===== config.mk =====
export PLATFORM = sky130hd
export DESIGN_NAME = pressure_sensor_compensation_top
export DESIGN_NICKNAME = d
export VERILOG_FILES = /design/src/rtl/psc_pkg.sv /design/src/rtl/psc_cal_regs.sv /design/src/rtl/psc_front.sv /design/src/rtl/psc_back.sv /design/src/rtl/pressure_sensor_compensation_top.sv
export VERILOG_INCLUDE_DIRS = /design/src /design/src/rtl
export SDC_FILE = /design/constraint.sdc
export NUM_CORES = 2
export LEC_CHECK = 0
export ABC_AREA = 1
export BUFFER_PORTS_ARGS = -buffer_cell sky130_fd_sc_hd__buf_2
export CAP_MARGIN = 20
export CORE_MARGIN = 4
export CORE_UTILIZATION = 45
export CTS_CLUSTER_DIAMETER = 50
export CTS_CLUSTER_SIZE = 40
export DETAILED_ROUTE_END_ITERATION = 6
export SETUP_SLACK_MARGIN = 0.1
export SLEW_MARGIN = 10
export SYNTH_ARGS = -nofsm -noshare
export SYNTH_HDL_FRONTEND = slang
export SYNTH_SLANG_ARGS = --single-unit

===== constraint.sdc =====
create_clock -name clk -period 33.8 [get_ports clk]
set_input_delay 10.14 -clock clk [delete_from_list [all_inputs] [get_ports clk]]
set_output_delay 10.14 -clock clk [all_outputs]
set_load 0.02 [all_outputs]

===== src/rtl/pressure_sensor_compensation_top_defines.svh =====
// Assertion macros for the pressure sensor compensation block.
`ifndef PRESSURE_SENSOR_COMPENSATION_TOP_DEFINES_SVH
`define PRESSURE_SENSOR_COMPENSATION_TOP_DEFINES_SVH
`ifndef SYNTH
// Same-cycle implication, disabled while reset is asserted.
`define PSC_ASSERT_NOW(lbl, clk, rstn, ante, cons) lbl: assert property (@(posedge clk) disable iff (!(rstn)) (ante) |-> (cons)) else $error("%m: check failed");
// Next-cycle implication, disabled while reset is asserted.
`define PSC_ASSERT_NEXT(lbl, clk, rstn, ante, cons) lbl: assert property (@(posedge clk) disable iff (!(rstn)) (ante) |=> (cons)) else $error("%m: check failed");
`else
`define PSC_ASSERT_NOW(lbl, clk, rstn, ante, cons)
`define PSC_ASSERT_NEXT(lbl, clk, rstn, ante, cons)
`endif
`endif


===== src/rtl/psc_pkg.sv =====
// Shared types and constants for the pressure sensor compensation block.
`default_nettype none
package psc_pkg;

  localparam int CFG_IDX_W = 2;

  localparam logic [CFG_IDX_W-1:0] CFG_CAL_ONE   = 2'd0;
  localparam logic [CFG_IDX_W-1:0] CFG_CAL_TWO   = 2'd1;
  localparam logic [CFG_IDX_W-1:0] CFG_CAL_THREE = 2'd2;
  localparam logic [CFG_IDX_W-1:0] CFG_CAL_FOUR  = 2'd3;

  typedef struct packed {
    logic [15:0] raw_pressure;
    logic [15:0] raw_temperature;
  } in_t;

  typedef struct packed {
    logic signed [18:0] pressure;
    logic signed [15:0] temp_first_order;
    logic signed [15:0] temp_second_order;
  } out_t;

  // Coefficient terms, already offset where the formulas need it.
  typedef struct packed {
    logic        [15:0] ut1;    // 8*c5 + 10000
    logic        [7:0]  tk;     // c6 + 100
    logic signed [9:0]  ok;     // c4 - 250
    logic        [10:0] sk;     // c3 + 200
    logic        [12:0] c2;
    logic        [11:0] c1h;    // c1 >> 1
  } coef_t;

  // Values handed from the front stages to the back stages.
  typedef struct packed {
    logic signed [16:0] sens;
    logic signed [17:0] diff;   // D1 - OFF
    logic signed [17:0] dt2;
    logic signed [15:0] temp;
  } mid_t;

endpackage
`default_nettype wire


===== src/rtl/psc_cal_regs.sv =====
// Calibration word registers and coefficient unpacking.
`default_nettype none
module psc_cal_regs (
  input  logic                           clk,
  input  logic                           rst_n,
  input  logic                           cfg_valid,
  input  logic [psc_pkg::CFG_IDX_W-1:0]  cfg_index,
  input  logic [15:0]                    cfg_data,
  output psc_pkg::coef_t                 coef
);
  import psc_pkg::*;

  logic [15:0] word_one_r, word_two_r, word_three_r, word_four_r;
  logic [12:0] c1;
  logic [12:0] c2;
  logic [9:0]  c3;
  logic [8:0]  c4;
  logic [11:0] c5;
  logic [6:0]  c6;

  always_ff @(posedge clk) begin
    if (!rst_n) begin
      word_one_r   <= '0;
      word_two_r   <= '0;
      word_three_r <= '0;
      word_four_r  <= '0;
    end else if (cfg_valid) begin
      unique case (cfg_index)
        CFG_CAL_ONE:   word_one_r   <= cfg_data;
        CFG_CAL_TWO:   word_two_r   <= cfg_data;
        CFG_CAL_THREE: word_three_r <= cfg_data;
        CFG_CAL_FOUR:  word_four_r  <= cfg_data;
        default: ;
      endcase
    end
  end

  always_comb begin
    c1 = word_one_r[15:3];
    c2 = {word_one_r[2:0], word_two_r[15:6]};
    c3 = word_three_r[15:6];
    c4 = word_four_r[15:7];
    c5 = {word_two_r[5:0], word_three_r[5:0]};
    c6 = word_four_r[6:0];

    coef.ut1 = {1'b0, c5, 3'b000} + 16'd10000;
    coef.tk  = {1'b0, c6} + 8'd100;
    coef.ok  = $signed({1'b0, c4}) - 10'sd250;
    coef.sk  = {1'b0, c3} + 11'd200;
    coef.c2  = c2;
    coef.c1h = c1[12:1];
  end

endmodule
`default_nettype wire


===== src/rtl/psc_front.sv =====
// Front stages: temperature delta, coefficient products, offset, sensitivity, temperature and second-order delta sums.
`default_nettype none
module psc_front (
  input  logic            clk,
  input  logic            rst_n,
  input  psc_pkg::coef_t  coef,
  input  logic            in_valid,
  output logic            in_ready,
  input  psc_pkg::in_t    in_data,
  output logic            mid_valid,
  input  logic            mid_ready,
  output psc_pkg::mid_t   mid_data
);
  import psc_pkg::*;

  logic en1, en2, en3;

  // stage 1
  logic               v1_r;
  logic signed [16:0] dt1_r, dt1_nxt;
  logic [15:0]        d1_1_r;

  // stage 2
  logic               v2_r;
  logic signed [25:0] tmul_r, tmul_nxt;
  logic signed [26:0] omul_r, omul_nxt;
  logic signed [28:0] smul_r, smul_nxt;
  logic signed [19:0] qq_r, qq_nxt;
  logic signed [9:0]  q;
  logic signed [16:0] dt2s_r;
  logic [15:0]        d1_2_r;

  // stage 3
  logic               v3_r;
  mid_t               mid_r, mid_nxt;
  logic signed [16:0] off;

  assign en3      = !v3_r || mid_ready;
  assign en2      = !v2_r || en3;
  assign en1      = !v1_r || en2;
  assign in_ready = en1;

  assign dt1_nxt = $signed({1'b0, in_data.raw_temperature}) - $signed({1'b0, coef.ut1});

  always_comb begin
    q        = $signed(dt1_r[16:7]);
    tmul_nxt = 26'(dt1_r) * 26'($signed({1'b0, coef.tk}));
    omul_nxt = 27'(dt1_r) * 27'($signed(coef.ok));
    smul_nxt = 29'(dt1_r) * 29'($signed({1'b0, coef.sk}));
    qq_nxt   = 20'(q) * 20'(q);
  end

  always_comb begin
    off = 17'sd10000 + $signed({4'b0000, coef.c2}) + 17'($signed(omul_r[26:12]));
    mid_nxt.temp = 16'sd200 + 16'($signed(tmul_r[25:11]));
    mid_nxt.sens = 17'sd3000 + $signed({5'b00000, coef.c1h}) + 17'($signed(smul_r[28:13]));
    mid_nxt.diff = $signed({2'b00, d1_2_r}) - 18'(off);
    mid_nxt.dt2  = 18'(dt2s_r) - 18'($signed(qq_r[19:3]));
  end

  always_ff @(posedge clk) begin
    if (!rst_n) begin
      v1_r <= 1'b0;
      v2_r <= 1'b0;
      v3_r <= 1'b0;
    end else begin
      if (en1) v1_r <= in_valid;
      if (en2) v2_r <= v1_r;
      if (en3) v3_r <= v2_r;
    end
  end

  always_ff @(posedge clk) begin
    if (en1) begin
      dt1_r  <= dt1_nxt;
      d1_1_r <= in_data.raw_pressure;
    end
    if (en2) begin
      tmul_r <= tmul_nxt;
      omul_r <= omul_nxt;
      smul_r <= smul_nxt;
      qq_r   <= qq_nxt;
      dt2s_r <= dt1_r;
      d1_2_r <= d1_1_r;
    end
    if (en3) begin
      mid_r <= mid_nxt;
    end
  end

  assign mid_valid = v3_r;
  assign mid_data  = mid_r;

endmodule
`default_nettype wire


===== src/rtl/psc_back.sv =====
// Back stages: pressure and second-order temperature products, result register.
`default_nettype none
module psc_back (
  input  logic            clk,
  input  logic            rst_n,
  input  psc_pkg::coef_t  coef,
  input  logic            mid_valid,
  output logic            mid_ready,
  input  psc_pkg::mid_t   mid_data,
  output logic            out_valid,
  input  logic            out_ready,
  output psc_pkg::out_t   out_data
);
  import psc_pkg::*;

  logic en4, en5;

  // stage 4
  logic               v4_r;
  logic signed [34:0] pmul_r, pmul_nxt;
  logic signed [26:0] t2mul_r, t2mul_nxt;
  logic signed [15:0] temp4_r;

  // stage 5 (result register)
  logic               v5_r;
  out_t               out_r, out_nxt;

  assign en5       = !v5_r || out_ready;
  assign en4       = !v4_r || en5;
  assign mid_ready = en4;

  always_comb begin
    pmul_nxt  = 35'($signed(mid_data.sens)) * 35'($signed(mid_data.diff));
    t2mul_nxt = 27'($signed(mid_data.dt2)) * 27'($signed({1'b0, coef.tk}));
  end

  always_comb begin
    out_nxt.pressure          = $signed(pmul_r[30:12]) + 19'sd1000;
    out_nxt.temp_first_order  = temp4_r;
    out_nxt.temp_second_order = $signed(t2mul_r[26:11]) + 16'sd200;
  end

  always_ff @(posedge clk) begin
    if (!rst_n) begin
      v4_r <= 1'b0;
      v5_r <= 1'b0;
    end else begin
      if (en4) v4_r <= mid_valid;
      if (en5) v5_r <= v4_r;
    end
  end

  always_ff @(posedge clk) begin
    if (en4) begin
      pmul_r  <= pmul_nxt;
      t2mul_r <= t2mul_nxt;
      temp4_r <= $signed(mid_data.temp);
    end
    if (en5) begin
      out_r <= out_nxt;
    end
  end

  assign out_valid = v5_r;
  assign out_data  = out_r;

endmodule
`default_nettype wire


===== src/rtl/pressure_sensor_compensation_top.sv =====
// Top level of the barometric sensor calibration compensation pipeline.
`default_nettype none
`include "pressure_sensor_compensation_top_defines.svh"
// Takes one raw pressure / raw temperature transaction per clock while in_ready is high and returns
// compensated pressure, first-order temperature and second-order temperature
// (both in tenths of a degree), one result per input, in order.
// Five register stages: temperature delta; coefficient products; offset,
// sensitivity and second-order delta sums; pressure and second-order products;
// output register. Each stage holds a valid bit and loads whenever it is empty
// or the stage after it moves, so bubbles collapse and a full pipeline keeps
// streaming at one transaction per cycle as long as out_ready stays high.
// in_ready is combinational from out_ready through that enable chain.
// The four calibration words reset to zero and are written through the cfg
// channel (always ready); write them only while the pipeline is empty.
module pressure_sensor_compensation_top (
  input  logic                           clk,
  input  logic                           rst_n,
  input  logic                           in_valid,
  output logic                           in_ready,
  input  psc_pkg::in_t                   in_data,
  output logic                           out_valid,
  input  logic                           out_ready,
  output psc_pkg::out_t                  out_data,
  input  logic                           cfg_valid,
  output logic                           cfg_ready,
  input  logic [psc_pkg::CFG_IDX_W-1:0]  cfg_index,
  input  logic [15:0]                    cfg_data
);
  import psc_pkg::*;

  coef_t coef;
  logic  mid_valid;
  logic  mid_ready;
  mid_t  mid_data;

  assign cfg_ready = 1'b1;

  // calibration words -> unpacked, offset coefficient terms
  psc_cal_regs u_cal (
    .clk       (clk),
    .rst_n     (rst_n),
    .cfg_valid (cfg_valid),
    .cfg_index (cfg_index),
    .cfg_data  (cfg_data),
    .coef      (coef)
  );

  // stages 1-3
  psc_front u_front (
    .clk       (clk),
    .rst_n     (rst_n),
    .coef      (coef),
    .in_valid  (in_valid),
    .in_ready  (in_ready),
    .in_data   (in_data),
    .mid_valid (mid_valid),
    .mid_ready (mid_ready),
    .mid_data  (mid_data)
  );

  // stages 4-5
  psc_back u_back (
    .clk       (clk),
    .rst_n     (rst_n),
    .coef      (coef),
    .mid_valid (mid_valid),
    .mid_ready (mid_ready),
    .mid_data  (mid_data),
    .out_valid (out_valid),
    .out_ready (out_ready),
    .out_data  (out_data)
  );

  // A sink that takes results never backs up the input.
  `PSC_ASSERT_NOW(a_ready_follows_sink, clk, rst_n, out_ready, in_ready)
  // An empty result register frees every stage.
  `PSC_ASSERT_NOW(a_ready_when_out_empty, clk, rst_n, !out_valid, in_ready)
  // With the sink held ready, an accepted transaction reaches the output register.
  `PSC_ASSERT_NEXT(a_latency, clk, rst_n, (in_valid && in_ready) ##1 out_ready ##1 out_ready ##1 out_ready ##1 out_ready, out_valid)

endmodule
`default_nettype wire

Word level (Yosys, flattened, before mapping)
Index checks and enable logic that the tools add are counted.

Flip-flop bits (word level): 431. Bits of input ports: 55. Output and inout bits: 54. Logic and storage cells: 65.

Add/sub/neg operators: 14. Multipliers: 6. Equality and inequality tests: 3. Reductions and logical operators: 15.

Operators with widths (number): subtractor 17 x 17 -> 18 bit (2); multiplier 17 x 18 -> 31 bit (1); multiplier 17 x 12 -> 29 bit (1); multiplier 17 x 10 -> 27 bit (1); multiplier 18 x 9 -> 27 bit (1); multiplier 17 x 9 -> 26 bit (1); multiplier 10 x 10 -> 20 bit (1); adder 19 x 11 -> 19 bit (second input constant) (1); adder 14 x 16 -> 17 bit (1); adder 16 x 15 -> 17 bit (1); subtractor 16 x 16 -> 17 bit (1); adder 15 x 14 -> 16 bit (second input constant) (1); adder 16 x 9 -> 16 bit (second input constant) (1); adder 9 x 15 -> 16 bit (first input constant) (1); adder 14 x 13 -> 15 bit (first input constant) (1); adder 12 x 12 -> 13 bit (first input constant) (1); adder 10 x 8 -> 11 bit (second input constant) (1); subtractor 9 x 8 -> 10 bit (second input constant) (1); adder 7 x 7 -> 8 bit (second input constant) (1); AND reduction 2 bit (4); zero test 1 bit (5); logical OR 1 bit (5); == test 2 bit (second input constant) (2); == test 2 x 1 -> 1 bit (second input constant) (1); zero test 2 bit (1).

Depth between registers and ports, before layout
Word-level depth: 6. Depth in mapped cells: 32. Mapped depth without buffers: 31.

Hierarchy
From an unflattened synthesis, not the netlist that was laid out.

Cells, all modules: 6939. Area, all modules: 56132.6 µm².

By module, submodules not included: psc_front (instances 1, cells each 4049, area an instance 33034.2 µm², seq. area each 6005.8 µm²); psc_back (instances 1, cells each 2492, area an instance 20221.9 µm², seq. area each 3103.0 µm²); psc_cal_regs (instances 1, cells each 396, area an instance 2865.2 µm², seq. area each 1261.2 µm²); pressure_sensor_compensation_top (instances 1, cells each 2, area an instance 11.3 µm², seq. area each 0.0 µm²).

Worst setup path before layout
OpenSTA, ideal clock, no wires.

Path kind: input-to-output. Start: input out_ready. End: output in_ready. Arrival: 14.982 ns. Required time: 23.660 ns. Setup slack: 8.678 ns. Stages on the path: 8. Path buffers: 0. Cell sequence: nor2_1 -> inv_1 -> nor2_1 -> inv_1 -> nor2_1 -> inv_1 -> nor2_1 -> nand2_1.

Cells in the longest elaborated chain, start to end: 5.

RTL lines: from (decl) (RTL line pressure_sensor_compensation_top.sv:22) `input logic out_ready,`; logical OR 1 bit (RTL line psc_back.sv:28) `assign en5 = !v5_r || out_ready;`; named net u_back.en5 (RTL line psc_back.sv:16) `logic en4, en5;`; logical OR 1 bit (RTL line psc_back.sv:29) `assign en4 = !v4_r || en5;`; named net mid_ready (RTL line pressure_sensor_compensation_top.sv:33) `logic mid_ready;`; logical OR 1 bit (RTL line psc_front.sv:38) `assign en3 = !v3_r || mid_ready;`; named net u_front.en3 (RTL line psc_front.sv:16) `logic en1, en2, en3;`; logical OR 1 bit (RTL line psc_front.sv:39) `assign en2 = !v2_r || en3;`; logical OR 1 bit (RTL line psc_front.sv:40) `assign en1 = !v1_r || en2;`; to (decl) (RTL line pressure_sensor_compensation_top.sv:19) `output logic in_ready,`.

The timed path passes the listed nets, and every way through them passes these cells.

Worst setup path in the final report
Ends and elaborated chain as after synthesis.

==> flow_summary.yaml <==
cts:
  clk_pin_slew_ps: 70
  cts_tree: "built"
  postCtsSetupRepairBufs: 0
  clk_path_buf_depth: 3
  cts_resized: 0
  cts.htree.levels: 2
  insertion_delay_ps: 650
  postCtsHoldBufs: 0
  cts.sinks: 368
  numCtsBuffers: 46
  clk_root_buffer_cell: "clkbuf_16"
critical_path:
  crit_top_cell: "nor2_1"
  rrSetupSlack_ps: 27100
  slowest_delay_ps: 360
  crit_path_cell_trace: "buf_2 > nor2_1 > inv_2 > buf_4 > nor2_1 > inv_2 > nor2_1 > inv_2 > nor2_1 > nand2_2 > buf_2"
  startpoint: "out_ready"
  critical_path_class: "input pin to primary output"
  rr_startpoint: "u_front.dt1_r[16]"
  r2r_end: "u_front.smul_r[28]"
  cp.required_ps: 23660
  cp_max_fo: 53
  endpoint_kind: "primary output"
  cp.arrival_ps: 11720
  critPathLaunchType: "input pin"
  crit_end: "in_ready"
  cp_slowest_cell: "buf_4"
  ff2ff_path_depth: 20
place:
  port_buffers: 107
  globalplace.congestion: 0.917
  pre_cts_slack_ps: 11930
  dpl.hpwl_um: 120000
route:
  vias_per_cell: 5.01
  drt_first_pass_iters: 6
  drt_iter0_markers: 2533
  wirelength_um: 150000
  drc: 0
  route.vias.total: 41400
  antenna_left: 0
  wl_per_cell_um: 18.1
synth:
  synthFlopType: "edfxtp_1"
  async_flop_share_pct: 0
  synth_warnings: 0
  synth-seq-area-share_pct: 19.0
  syn_inst: 6592
  avgSynthCellArea_sq_um: 8.30
  syn_nets: 7985
  synth_edf_count: 300
  yosys_register_bits: 368
  synthDistinctLibCells: 55
  synth_area_sq_um: 54700
floorplanning:
  ioPinCount: 109
  initial_core_util_pct: 45.5
  core_area_sq_um: 120000
  die_x_um: 357
  die_y_um: 357
  die_area_sq_um: 127000
  num_rows: 127
timing:
  final-max-slew-violation-count: 0
  fmax_mhz: 45.7
  worstMarginPinSlew_ps: 1080
  maxSlewHeadroom_pct: 27.8
  rsz0062_at_grt: "no"
  hold_viol: 0
  skew_ps: 29.3
  min_period_ps: 21860
  fin_tns_setup_ps: 0
  setup_viol_count_final: 0
  post-route-period-util_pct: 64.7
  setup_ws_ps: 11940
grt:
  antenna_found_initial: 11
  grt_usage_pct: 24.3
  grt_pass1_wl_um: 241000
  globalRouteOverflowTotal: 0
  first_global_vias: 43400
  grt_max_degree: 71
finish:
  final_common_cell: "inv_1"
  fillerInstances: 11800
  final_cell_mix: "inv_1, nand2_1, fa_1"
  final_nets: 7987
  drive_gt1_share_pct: 4.31
  syn2layout_area_growth_pct: 6.86
worst_hold_path:
  hold_class: "flip-flop to flip-flop"
run_status:
  status: "finished clean"
flow_run:
  drv_cap: 0
==> cell type report <==
cell class                      instances  area (sq um)  share of cell area, %
Sequential cell                       368         10400                   17.7
Tap cell                             1612          2020                   3.45
Clock inverter                         38           513                  0.877
Inverter                             1783          6700                   11.5
Antenna cell                            7          17.5                 0.0300
Multi-Input combinational cell       4251         36900                   63.1
Clock buffer                           48          1160                   1.98
Timing Repair Buffer                  144           813                   1.39
==> flip-flops by register name, indices dropped and copies added, names as in the netlist, 15 cells and up <==
name / flops
u_back.out_data: 51
u_front.smul_r: 16
u_cal.word_four_r: 16
u_front.mid_data: 69
u_back.t2mul_r: 16
u_front.omul_r: 15
u_front.qq_r: 17
u_cal.word_one_r: 15
u_front.d1_2_r: 16
u_back.temp4_r: 16
u_cal.word_three_r: 16
u_back.pmul_r: 19
u_front.d1_1_r: 16
u_front.dt2s_r: 17
u_cal.word_two_r: 16
u_front.dt1_r: 17
u_front.tmul_r: 15
==> worst min path at each step <==
stage	start	end	cells past startpoint
final	u_back.pmul_r[12]	u_back.out_data[32]	0
after global routing	u_back.pmul_r[12]	u_back.out_data[32]	0
after CTS	u_back.pmul_r[14]	u_back.out_data[34]	0
after detailed placement	u_front.mid_data[0]	u_back.temp4_r[0]	0
after global placement	u_front.mid_data[4]	u_back.temp4_r[4]	0
after floorplan	u_back.t2mul_r[11]	u_back.out_data[0]	0
==> worst max-delay path: cells and delay by family <==
kind          cells  cell delay (ps)
buf+inv           6              780
simple gates      5              800
==> Yosys cell counts (all sizes together) (7+ instances only) <==
library cell / n / area [sq um]
fa: 911 / 18200
nand4: 30 / 200
buf: 43 / 234
nor4: 13 / 81.3
o211ai: 7 / 52.6
nand2: 1438 / 5430
a21oi: 243 / 1220
xnor2: 59 / 517
xor2: 134 / 1180
or2: 14 / 90.1
a21boi: 8 / 60.1
nor3: 47 / 252
dfxtp: 68 / 1360
inv: 1780 / 6680
o21a: 7 / 52.6
a21o: 23 / 173
nand3b: 9 / 67.6
edfxtp: 300 / 9010
ha: 427 / 5340
clkbuf: 147 / 554
nand3: 166 / 836
o21ai: 164 / 847
nor2: 511 / 1930
o21bai: 16 / 128
==> routing by layer <==
metal | up-vias | part of all wire, % | wire length, um | global-route usage [%]
li1 | 19500 | - | - | -
met1 | 20500 | 43 | 65000 | 32.8
met4 | 4 | 3.2 | 4740 | 6.96
met2 | 1161 | 46 | 68600 | 39.9
met3 | 224 | 7.5 | 11200 | 4.91
met5 | - | 0.021 | 31 | 0
==> cells by family (layout without fill, tap and decap cells) <==
family / after synthesis / in the layout / synth area share, %
compound gates: 487 / 487 / 4.89
xor+xnor: 193 / 193 / 3.10
fa+ha+maj: 1338 / 1338 / 43.1
buf+inv: 1973 / 2013 / 13.7
flops: 368 / 368 / 19.0
other cells: 1 / 8 / 0.00685
simple gates: 2232 / 2232 / 16.3
==> per-stage QoR <==
stage | utilization (%) | hold WS, ps | area, sq um | instances
3_3_place_gp | 47.2 | 403 | 56800 | 8158
4_1_cts | 48.6 | 424 | 58500 | 8244
5_1_grt | 48.6 | 432 | 58500 | 8244
3_5_place_dp | 47.2 | 405 | 56800 | 8158
2_1_floorplan | - | 400 | 54700 | 6592
6_report | 48.6 | 422 | 58500 | 8251
Power is not shown: default switching activity piles up to over one toggle a cycle in this logic, so the estimate is an artifact.
